===== config.mk =====
export PLATFORM = sky130hd
export DESIGN_NAME = contour_fingertip_peak_picker
export DESIGN_NICKNAME = d
export VERILOG_FILES = /design/src/rtl/core/cfpp_pkg.sv /design/src/rtl/core/cfpp_dist.sv /design/src/rtl/core/cfpp_tip_cell.sv /design/src/rtl/core/contour_fingertip_peak_picker.sv
export SDC_FILE = /design/constraint.sdc
export NUM_CORES = 1
export LEC_CHECK = 0
export BUFFER_PORTS_ARGS = -buffer_cell sky130_fd_sc_hd__buf_2
export CORE_MARGIN = 4
export CORE_UTILIZATION = 32
export CTS_CLUSTER_DIAMETER = 50
export CTS_CLUSTER_SIZE = 28
export DETAILED_ROUTE_END_ITERATION = 10
export PLACE_DENSITY = 0.43
export SETUP_SLACK_MARGIN = 0.5
export SLEW_MARGIN = 10
export SYNTH_ARGS = -nofsm -noshare
export SYNTH_HDL_FRONTEND = slang
export SYNTH_SLANG_ARGS = --single-unit

===== constraint.sdc =====
create_clock -name clk -period 18.65 [get_ports clk]
set_input_delay 0.9325 -clock clk [delete_from_list [all_inputs] [get_ports clk]]
set_output_delay 0.9325 -clock clk [all_outputs]
set_load 0.03 [all_outputs]

===== src/rtl/core/cfpp_pkg.sv =====
// Shared types and constants for the contour fingertip peak picker.
// No dependencies; every other file in rtl/core imports this package.
package cfpp_pkg;

	localparam int COORD_BITS   = 12;
	localparam int DIST_BITS    = 2 * COORD_BITS + 1;
	localparam int LIMIT_BITS   = 8;
	localparam int MISS_BITS    = LIMIT_BITS + 1;
	localparam int SLOT_BITS    = 3;
	localparam int CFG_BITS     = 12;
	localparam int CFG_IDX_BITS = 2;
	localparam int MAX_TIPS_DEF = 8;

	typedef logic [COORD_BITS-1:0]   coord_t;
	typedef logic [DIST_BITS-1:0]    dist_t;
	typedef logic [LIMIT_BITS-1:0]   limit_t;
	typedef logic [MISS_BITS-1:0]    miss_t;
	typedef logic [SLOT_BITS-1:0]    slot_t;
	typedef logic [CFG_BITS-1:0]     cfg_data_t;

	typedef enum logic [CFG_IDX_BITS-1:0] {
		CFG_CENTER_X    = 2'd0,
		CFG_CENTER_Y    = 2'd1,
		CFG_HOLD_LIMIT  = 2'd2,
		CFG_MIN_SPACING = 2'd3
	} cfg_idx_t;

	localparam limit_t HOLD_LIMIT_RST  = 8'd80;
	localparam coord_t MIN_SPACING_RST = 12'd40;

	// One point after the distance stage.
	typedef struct packed {
		coord_t x;
		coord_t y;
		logic   first;
		dist_t  sq_dist;
	} dist_item_t;

endpackage


===== src/rtl/core/cfpp_dist.sv =====
// Distance stage: squared distance of a point to the hand center, registered.
// Depends on cfpp_pkg.
module cfpp_dist (
	input  logic                    clk,
	input  logic                    load,
	input  cfpp_pkg::coord_t        point_x,
	input  cfpp_pkg::coord_t        point_y,
	input  logic                    first_point,
	input  cfpp_pkg::coord_t        center_x,
	input  cfpp_pkg::coord_t        center_y,
	output cfpp_pkg::dist_item_t    item_s1
);
	import cfpp_pkg::*;

	coord_t dx, dy;
	logic [2*COORD_BITS-1:0] sqx, sqy;
	dist_t sum;

	assign dx  = (point_x > center_x) ? point_x - center_x : center_x - point_x;
	assign dy  = (point_y > center_y) ? point_y - center_y : center_y - point_y;
	assign sqx = dx * dx;
	assign sqy = dy * dy;
	assign sum = {1'b0, sqx} + {1'b0, sqy};

	always_ff @(posedge clk) begin
		if (load) begin
			item_s1 <= '{x: point_x, y: point_y, first: first_point, sq_dist: sum};
		end
	end
endmodule


===== src/rtl/core/cfpp_tip_cell.sv =====
// One stored tip column; shifts to its neighbor when a new tip enters the row.
// Reports whether the candidate column is too close. Depends on cfpp_pkg.
module cfpp_tip_cell #(
	parameter int INDEX      = 0,
	parameter int TOTAL_BITS = 4
) (
	input  logic                    clk,
	input  logic                    shift_en,
	input  cfpp_pkg::coord_t        col_in,
	output cfpp_pkg::coord_t        col_out,
	input  cfpp_pkg::coord_t        cand_x,
	input  cfpp_pkg::coord_t        min_spacing,
	input  logic [TOTAL_BITS-1:0]   tip_total,
	output logic                    hit
);
	import cfpp_pkg::*;

	localparam logic [TOTAL_BITS-1:0] IDX = TOTAL_BITS'(INDEX);

	coord_t col_q;
	coord_t gap;

	always_ff @(posedge clk) begin
		if (shift_en) begin
			col_q <= col_in;
		end
	end

	assign col_out = col_q;
	assign gap     = (cand_x > col_q) ? cand_x - col_q : col_q - cand_x;
	// only cells below the fill level hold a tip of this contour
	assign hit     = (IDX < tip_total) && (gap < min_spacing);
endmodule


===== src/rtl/core/contour_fingertip_peak_picker.sv =====
// Top level of the contour fingertip peak picker.
// Depends on cfpp_pkg, cfpp_dist and cfpp_tip_cell.

// Contour points arrive one per transfer on the input channel and pass two
// stages: the first registers the squared distance to the configured hand
// center, the second tracks the farthest point, counts points off the peak
// and, when that count passes hold_limit, judges the held peak. An accepted
// fingertip leaves as one transfer on the output channel with its slot index;
// a point that yields no tip produces no transfer. The block takes one point
// per clock; throughput drops only while a finished tip waits on out_stall
// and the distance stage is already full. Stored tip columns live in a row
// of MAX_TIPS cells that shift on each new tip and compare in parallel, so
// the spacing check is combinational. The user must write configuration
// registers only while the block is idle; the block does not enforce it.
module contour_fingertip_peak_picker #(
	parameter int MAX_TIPS = cfpp_pkg::MAX_TIPS_DEF
) (
	input  logic                    clk,
	input  logic                    arst_n,
	// configuration write port
	input  logic                    cfg_we,
	input  logic [cfpp_pkg::CFG_IDX_BITS-1:0] cfg_index,
	input  cfpp_pkg::cfg_data_t     cfg_wdata,
	// point input channel
	input  logic                    in_valid,
	output logic                    in_stall,
	input  cfpp_pkg::coord_t        point_x,
	input  cfpp_pkg::coord_t        point_y,
	input  logic                    first_point,
	// tip output channel
	output logic                    out_valid,
	input  logic                    out_stall,
	output cfpp_pkg::coord_t        tip_x,
	output cfpp_pkg::coord_t        tip_y,
	output cfpp_pkg::slot_t         tip_slot
);
	import cfpp_pkg::*;

	localparam int TOTAL_BITS = $clog2(MAX_TIPS + 1);
	localparam logic [TOTAL_BITS-1:0] TOTAL_MAX = TOTAL_BITS'(MAX_TIPS);

	// configuration registers
	coord_t center_x_q, center_y_q, min_spacing_q;
	limit_t hold_limit_q;

	always_ff @(posedge clk or negedge arst_n) begin
		if (!arst_n) begin
			center_x_q    <= '0;
			center_y_q    <= '0;
			hold_limit_q  <= HOLD_LIMIT_RST;
			min_spacing_q <= MIN_SPACING_RST;
		end else if (cfg_we) begin
			case (cfg_idx_t'(cfg_index))
				CFG_CENTER_X:    center_x_q    <= cfg_wdata;
				CFG_CENTER_Y:    center_y_q    <= cfg_wdata;
				CFG_HOLD_LIMIT:  hold_limit_q  <= cfg_wdata[LIMIT_BITS-1:0];
				CFG_MIN_SPACING: min_spacing_q <= cfg_wdata;
				default: ;
			endcase
		end
	end

	// ---------------------------------------------------------------
	// Handshake: stage 2 runs only when the output register is free or
	// draining this cycle, since any point may turn out to be a tip.
	// ---------------------------------------------------------------
	logic       s1_valid_q;
	logic       s2_go;
	logic       in_xfer;
	logic       out_valid_q;
	dist_item_t item_s1;

	assign s2_go    = s1_valid_q && (!out_valid_q || !out_stall);
	assign in_stall = s1_valid_q && !s2_go;
	assign in_xfer  = in_valid && !in_stall;

	always_ff @(posedge clk or negedge arst_n) begin
		if (!arst_n) begin
			s1_valid_q <= 1'b0;
		end else if (in_xfer) begin
			s1_valid_q <= 1'b1;
		end else if (s2_go) begin
			s1_valid_q <= 1'b0;
		end
	end

	// stage 1: distance
	cfpp_dist u_dist (
		.clk         (clk),
		.load        (in_xfer),
		.point_x     (point_x),
		.point_y     (point_y),
		.first_point (first_point),
		.center_x    (center_x_q),
		.center_y    (center_y_q),
		.item_s1     (item_s1)
	);

	// ---------------------------------------------------------------
	// Stage 2: peak tracking and tip judgement
	// ---------------------------------------------------------------
	dist_t                 peak_dist_q;
	coord_t                peak_x_q, peak_y_q;
	miss_t                 miss_count_q;
	logic [TOTAL_BITS-1:0] tip_total_q;

	dist_t                 base_dist;
	miss_t                 base_miss, miss_next;
	logic [TOTAL_BITS-1:0] base_total;
	logic                  new_peak, miss, overflow, too_close, emit;
	logic [MAX_TIPS-1:0]   hits;

	// a first point restarts the contour before it is scored
	assign base_dist  = item_s1.first ? '0 : peak_dist_q;
	assign base_miss  = item_s1.first ? '0 : miss_count_q;
	assign base_total = item_s1.first ? '0 : tip_total_q;

	assign new_peak  = item_s1.sq_dist > base_dist;
	// a point that does not set or equal the peak is a miss; the counter
	// deliberately survives a new peak
	assign miss      = !new_peak && (item_s1.sq_dist != base_dist);
	assign miss_next = base_miss + MISS_BITS'(1);
	assign overflow  = miss && (miss_next > {1'b0, hold_limit_q});

	// An overflow never comes with a first point (a first point's distance
	// either sets the peak or equals zero), so the registered peak and tip
	// list are what gets judged here.
	assign too_close = |hits;
	assign emit      = s2_go && overflow && !(center_y_q < peak_y_q) && !too_close
	                   && (tip_total_q < TOTAL_MAX);

	always_ff @(posedge clk or negedge arst_n) begin
		if (!arst_n) begin
			peak_dist_q  <= '0;
			peak_x_q     <= '0;
			peak_y_q     <= '0;
			miss_count_q <= '0;
			tip_total_q  <= '0;
		end else if (s2_go) begin
			if (new_peak || item_s1.first) begin
				peak_x_q <= item_s1.x;
				peak_y_q <= item_s1.y;
			end
			if (new_peak) begin
				peak_dist_q <= item_s1.sq_dist;
			end else if (overflow) begin
				peak_dist_q <= '0;
			end else begin
				peak_dist_q <= base_dist;
			end
			if (overflow) begin
				miss_count_q <= '0;
			end else if (miss) begin
				miss_count_q <= miss_next;
			end else begin
				miss_count_q <= base_miss;
			end
			tip_total_q <= emit ? tip_total_q + TOTAL_BITS'(1) : base_total;
		end
	end

	// row of tip cells: newest tip enters cell 0, older ones move up
	coord_t cols [MAX_TIPS];

	for (genvar j = 0; j < MAX_TIPS; j++) begin : g_cell
		cfpp_tip_cell #(
			.INDEX      (j),
			.TOTAL_BITS (TOTAL_BITS)
		) u_cell (
			.clk         (clk),
			.shift_en    (emit),
			.col_in      ((j == 0) ? peak_x_q : cols[(j == 0) ? 0 : j - 1]),
			.col_out     (cols[j]),
			.cand_x      (peak_x_q),
			.min_spacing (min_spacing_q),
			.tip_total   (tip_total_q),
			.hit         (hits[j])
		);
	end

	// ---------------------------------------------------------------
	// Output register
	// ---------------------------------------------------------------
	coord_t tip_x_q, tip_y_q;
	slot_t  tip_slot_q;

	always_ff @(posedge clk or negedge arst_n) begin
		if (!arst_n) begin
			out_valid_q <= 1'b0;
		end else if (s2_go) begin
			out_valid_q <= emit;
		end else if (out_valid_q && !out_stall) begin
			out_valid_q <= 1'b0;
		end
	end

	always_ff @(posedge clk) begin
		if (emit) begin
			tip_x_q    <= peak_x_q;
			tip_y_q    <= peak_y_q;
			tip_slot_q <= SLOT_BITS'(tip_total_q);
		end
	end

	assign out_valid = out_valid_q;
	assign tip_x     = tip_x_q;
	assign tip_y     = tip_y_q;
	assign tip_slot  = tip_slot_q;

	// ---------------------------------------------------------------
	// Assertions
	// ---------------------------------------------------------------
	a_total_bound: assert property (@(posedge clk) disable iff (!arst_n)
		tip_total_q <= TOTAL_MAX)
		else $error("tip count beyond list size");

	a_stall_only_full: assert property (@(posedge clk) disable iff (!arst_n)
		in_stall |-> (s1_valid_q && out_valid_q && out_stall))
		else $error("input stalled with room in the pipeline");

	a_no_overwrite: assert property (@(posedge clk) disable iff (!arst_n)
		emit |-> (!out_valid_q || !out_stall))
		else $error("tip overwrote a pending transfer");

	a_emit_counts: assert property (@(posedge clk) disable iff (!arst_n)
		emit |=> (tip_total_q == $past(tip_total_q) + TOTAL_BITS'(1)) && out_valid_q)
		else $error("emitted tip not counted or not presented");

endmodule

== Word-level counts from Yosys, hierarchy flattened ==
Cells that the tools add are included.

* Flip-flop bits (word level): 269
* Logic and storage cells: 144
* Output and inout port bits: 29

* Magnitude comparators: 30
* Reduce and logical (&&, ||, !) cells: 38
* Equal/unequal tests: 4
* Muxes and demuxes: 22
* Add/subtract/negate cells: 23
* Multipliers: 2

{| class="wikitable"
|+ Operators with widths
! cell !! count
|-
| subtractor 12 bit || 20
|-
| greater-than comparator 12 bit || 10
|-
| two-way mux 12 bit || 10
|-
| < comparator 12 bit || 9
|-
| two-way mux 25 bit || 3
|-
| multiplier 12 x 12 -> 24 bit || 2
|-
| two-way mux 9 bit || 3
|-
| adder 24 x 24 -> 25 bit || 1
|-
| greater-than comparator 25 bit || 1
|-
| != test 25 bit || 1
|-
| logical AND 1 bit || 18
|-
| < comparator 3 x 4 -> 1 bit, first input constant || 4
|-
| AND reduction 2 bit || 6
|-
| adder 9 x 1 -> 9 bit, second input constant || 1
|-
| greater-than comparator 9 x 8 -> 1 bit || 1
|-
| < comparator 1 x 4 -> 1 bit, first input constant || 2
|-
| < comparator 2 x 4 -> 1 bit, first input constant || 2
|-
| two-way mux 4 bit || 2
|-
| OR reduction 8 bit || 1
|-
| logical NOT 1 bit || 7
|-
| nonzero test 2 bit || 3
|-
| adder 4 x 1 -> 4 bit, second input constant || 1
|-
| equality test 2 bit, second input constant || 2
|-
| < comparator 4 bit, second input constant || 1
|-
| other kinds (4) || 8
|}

== Logic depth before layout (Yosys ltp) ==
* Word-level depth: 11
* Gate-level depth with buffers: 38
* Gate-level depth less buffers: 37

== By module ==
Synthesis repeated with hierarchy kept, for this count alone.

* Cells, all modules: 3,402
* Area total of the unflattened synthesis: 32,289.7 sq um

{| class="wikitable"
|+ Modules (own cells, without submodules)
! module !! instances !! area each (sq um) !! cells each
|-
| cfpp_dist || 1 || 11,974.0 || 1,276
|-
| contour_fingertip_peak_picker || 1 || 6,296.0 || 486
|-
| cfpp_tip_cell (g_cell[3].u_cell) || 1 || 1,775.5 || 205
|-
| cfpp_tip_cell (g_cell[4].u_cell) || 1 || 1,775.5 || 211
|-
| cfpp_tip_cell (g_cell[2].u_cell) || 1 || 1,774.2 || 211
|-
| cfpp_tip_cell (g_cell[6].u_cell) || 1 || 1,773.0 || 211
|-
| cfpp_tip_cell (g_cell[5].u_cell) || 1 || 1,771.7 || 205
|-
| cfpp_tip_cell (g_cell[7].u_cell) || 1 || 1,761.7 || 207
|-
| cfpp_tip_cell (g_cell[1].u_cell) || 1 || 1,734.2 || 202
|-
| cfpp_tip_cell (g_cell[0].u_cell) || 1 || 1,654.1 || 188
|}

== Worst setup path before layout ==
Ideal clock, no wire load.

* Path type: input -> register
* From: in point_x[0]
* To: reg u_dist.item_s1[24] (netlist name)
* Data arrival time: 9.438 ns
* Buffers on the path: 0
* Data required time: 18.390 ns
* Path slack: 8.953 ns
* Library setup time: 0.260 ns
* Stages on the path: 33
* Cell sequence: inv_1 > ha_1 > inv_1 > fa_1 > a21o_1 > a311o_2 > nand2_2 > o21ai_4 > mux2_2 > a22o_1 > or3_1 > nand2b_1 > fa_1 > inv_1 > fa_1 > inv_1 > fa_1 > fa_1 > inv_1 > fa_1 > fa_1 > inv_1 > fa_1 > inv_1 > ha_1 > a2111oi_0 > o21ai_0 > a221o_1 > a41oi_1 > a21oi_1 > a2111oi_2 > a21oi_1 > xnor2_1

* Word-level cells in the longest chain between the ends: 4
* Elaborated cells between the ends (all ways): 6
* Classes of those cells: add/sub: 3; mul: 1; order compare: 1; mux: 1

{| class="wikitable"
|+ Ends and longest elaborated chain
! element !! RTL line !! source
|-
| start, declared || contour_fingertip_peak_picker.sv:27 || <nowiki>input cfpp_pkg::coord_t point_x,</nowiki>
|-
| subtractor 12 bit / greater-than comparator 12 bit (equally long branches) || cfpp_dist.sv:19 || <nowiki>assign dx = (point_x > center_x) ? point_x - center_x : center_x - point_x;</nowiki>
|-
| two-way mux 12 bit (*) || cfpp_dist.sv:19 ||
|-
| multiplier 12 x 12 -> 24 bit (*) || cfpp_dist.sv:21 || <nowiki>assign sqx = dx * dx;</nowiki>
|-
| adder 24 x 24 -> 25 bit (*) || cfpp_dist.sv:23 || <nowiki>assign sum = {1'b0, sqx} + {1'b0, sqy};</nowiki>
|-
| net u_dist.sum[24] || cfpp_dist.sv:17 || <nowiki>dist_t sum;</nowiki>
|}

Mark *: on every way through the listed nets, which the timed path passes. The rest lies on a longest branch.
A chain may end at the register's enable or synchronous reset.

== Final worst setup path ==
* From: in point_y[0]
* To: reg u_dist.item_s1[24] (netlist name)

* Word-level cells in the longest chain between the ends: 4
* Elaborated cells between the ends (all ways): 6
* Classes of those cells: add/sub: 3; mul: 1; order compare: 1; mux: 1

{| class="wikitable"
|+ Ends and longest elaborated chain
! element !! RTL line !! source
|-
| start, declared || contour_fingertip_peak_picker.sv:28 || <nowiki>input cfpp_pkg::coord_t point_y,</nowiki>
|-
| subtractor 12 bit / greater-than comparator 12 bit (equally long branches) || cfpp_dist.sv:20 || <nowiki>assign dy = (point_y > center_y) ? point_y - center_y : center_y - point_y;</nowiki>
|-
| two-way mux 12 bit (*) || cfpp_dist.sv:20 ||
|-
| multiplier 12 x 12 -> 24 bit (*) || cfpp_dist.sv:22 || <nowiki>assign sqy = dy * dy;</nowiki>
|-
| adder 24 x 24 -> 25 bit (*) || cfpp_dist.sv:23 ||
|-
| net u_dist.sum[24] || cfpp_dist.sv:17 ||
|}

Marked as above.

==> results_dict.tcl <==
set metrics [dict create \
    worst_pin_slew_ps 1040 \
    syn-mean-instance-area_um2 9.74 \
    seq_area_frac_synth_pct 24.7 \
    yosysUniqueCellTypes 90 \
    post_drt_wl_per_cell_um 20.5 \
    viasPerCell 5.05 \
    ys_ff_latch 257 \
    die_h_um 310 \
    grt_pass1_wl_um 136000 \
    clkTransAtPathRegs_ps 60 \
    drt_iter0_drc 1024 \
    fill_cells 9140 \
    grt_max_degree 65 \
    setup_viol 0 \
    slowest_stage "xnor2_1" \
    cts.sinks 257 \
    ant_nets 0 \
    post_cts_buffers 0 \
    first_global_vias 23400 \
    tns_ps 0 \
    yosys_warnings 0 \
    slew-limit-headroom_pct 30.8 \
    synth_edf_count 149 \
    nNetsFinal 3757 \
    period_needed_ps 10530 \
    routed_wl_um 87500 \
    syn_nets 3688 \
    grt_setup_unrepaired "false" \
    min_period_over_period_pct 56.4 \
    fin_worst_skew_ps 25.0 \
    max_freq_mhz 95.0 \
    cts_hold_buffers 0 \
    cts_tree "built" \
    overflow 0 \
    clock_latency_ps 590 \
    reg2reg_from "center_y_q[0]" \
    area_growth_pct 11.5 \
    hold_viol_final 0 \
    cts_buffers 48 \
    drive_gt1_share_pct 10.3 \
    critical_path_class "in -> reg" \
    hp-class "in -> async" \
    reg2reg_depth 31 \
    clockRootBuffer "clkbuf_16" \
    syn-cell-area_um2 29100 \
    reg2reg_to "u_dist.item_s1[24]" \
    syn_inst 2987 \
    maxSlewViolCount 0 \
    die_x_um 310 \
    cp_max_fo 16 \
    crit_path_end_kind "register" \
    outcome "completed" \
    crit_path_frequent_cell "fa_1" \
    drtPass1Iterations 5 \
    port_buffers 72 \
    coreArea_um2 90100 \
    crit_arrival_ps 10840 \
    dieArea_um2 95800 \
    vias 21600 \
    cts_htree_levels 2 \
    num_rows 110 \
    dp_hpwl_um 71500 \
    gp_congestion 0.911 \
    start_util_pct 32.3 \
    synth_ff_type "edfxtp_1" \
    crit_required_ps 18970 \
    antenna_found_initial 3 \
    r2r_setup_slack_ps 8240 \
    clk_path_buf_depth 3 \
    ctsResizeCount 0 \
    maxCapViolations 0 \
    critPathMaxStageDelay_ps 790 \
    boundaryPins 73 \
    drcViolationCount 0 \
    grt_usage_pct 18.6 \
    critPathLaunchType "input pin" \
    synthArstFlopShare_pct 42.0 \
]
sequential cells by signal (all words and copies together) (netlist names), 9 cells and up:
| name | count |
|---|---|
| peak_x_q | 12 |
| tip_y | 12 |
| center_y_q | 12 |
| center_x_q | 12 |
| tip_x | 12 |
| min_spacing_q | 12 |
| g_cell.u_cell.col_out | 72 |
| miss_count_q | 9 |
| peak_y_q | 12 |
| peak_dist_q | 25 |
| u_dist.item_s1 | 50 |
placed cells by master, fill, tap and decap left out, drive strengths merged, types with 87 or more instances in the layout:
master	n
nor2	159
inv	535
dfrtp	104
buf	95
edfxtp	149
o21ai	108
ha	438
fa	219
nand2	175
a21o	87
a21oi	147
routing by layer:
layer / vias up / share of wire, % / global-route usage [%]
li1: 10300 / - / -
met1: 10800 / 41 / 21.9
met2: 326 / 53 / 35.4
met3: 115 / 2.8 / 2.02
met4: 0 / 2.7 / 5.07
met5: - / 0 / 0
layout make-up:
type                    instances  area [um2]  area share (%)
flip-flops and latches        257        7180            22.1
repair buffers                 95         536            1.65
clock inverters                38         412            1.27
multi-input cells            2130       19600            60.5
diodes                          2        5.00          0.0154
inverters                     524        1970            6.06
clock buffers                  51        1250            3.87
well taps                    1176        1470            4.54
cells by family after synthesis:
group | share of synthesized area (%)
compound gates | 14.5
xor+xnor | 3.73
fa+ha+maj | 33.9
buf+inv | 8.06
flops | 24.7
mux | 5.03
simple gates | 10.1
per-stage QoR:
step           worst slack [ps]  instances  utilization (%)  cell area [um2]  hold slack [ps]
2_1_floorplan              8950       2987                -            29100              423
3_3_place_gp               7700       4182             34.1            30800              443
3_5_place_dp               7570       4182             34.1            30800              446
4_1_cts                    8180       4271             36.0            32400              387
5_1_grt                    7460       4271             36.0            32400              413
6_report                   8120       4273             36.0            32400              389
worst max-delay path by stage:
stage / startpoint / end / slack, ps / cells past startpoint
6_report: point_y[0] / u_dist.item_s1[24] / 8120 / 33
5_1_grt: point_y[0] / u_dist.item_s1[24] / 7460 / 34
4_1_cts: point_y[0] / u_dist.item_s1[24] / 8180 / 34
3_5_place_dp: point_y[0] / u_dist.item_s1[24] / 7570 / 34
3_3_place_gp: point_x[9] / u_dist.item_s1[24] / 7700 / 31
2_1_floorplan: point_x[0] / u_dist.item_s1[24] / 8950 / 33
worst max-delay path: cells and delay by family:
kind,cells,cell delay [ps]
xor gates and xnor gates,2,930
adders and majority gates,10,4350
muxes,1,190
AOI/OAI and AO/OA,10,3250
and+or+nand+nor,2,380
buffers and inverters,8,800
synth_stat cells, drive strengths merged (10+ instances only):
master	count	area, um2
a211oi	31	238
a21boi	23	173
a21o	87	653
a21oi	147	736
a22o	33	289
a311oi	11	103
a31oi	16	100
and2	15	93.8
and3	20	125
buf	40	241
clkbuf	36	136
dfrtp	104	2600
edfxtp	149	4470
fa	219	4380
ha	438	5480
inv	524	1970
mux2	86	968
mux2i	49	494
nand2	175	659
nand2b	59	369
nand3	28	140
nand4	31	194
nor2	159	602
nor2b	35	219
nor3	22	110
nor4	10	98.8
o211ai	19	143
o21a	31	233
o21ai	108	552
o21bai	26	195
o31ai	13	97.6
xnor2	81	762
xor2	37	324
Power is not shown: default switching activity piles up to over one toggle a cycle in this logic, so the estimate is an artifact.
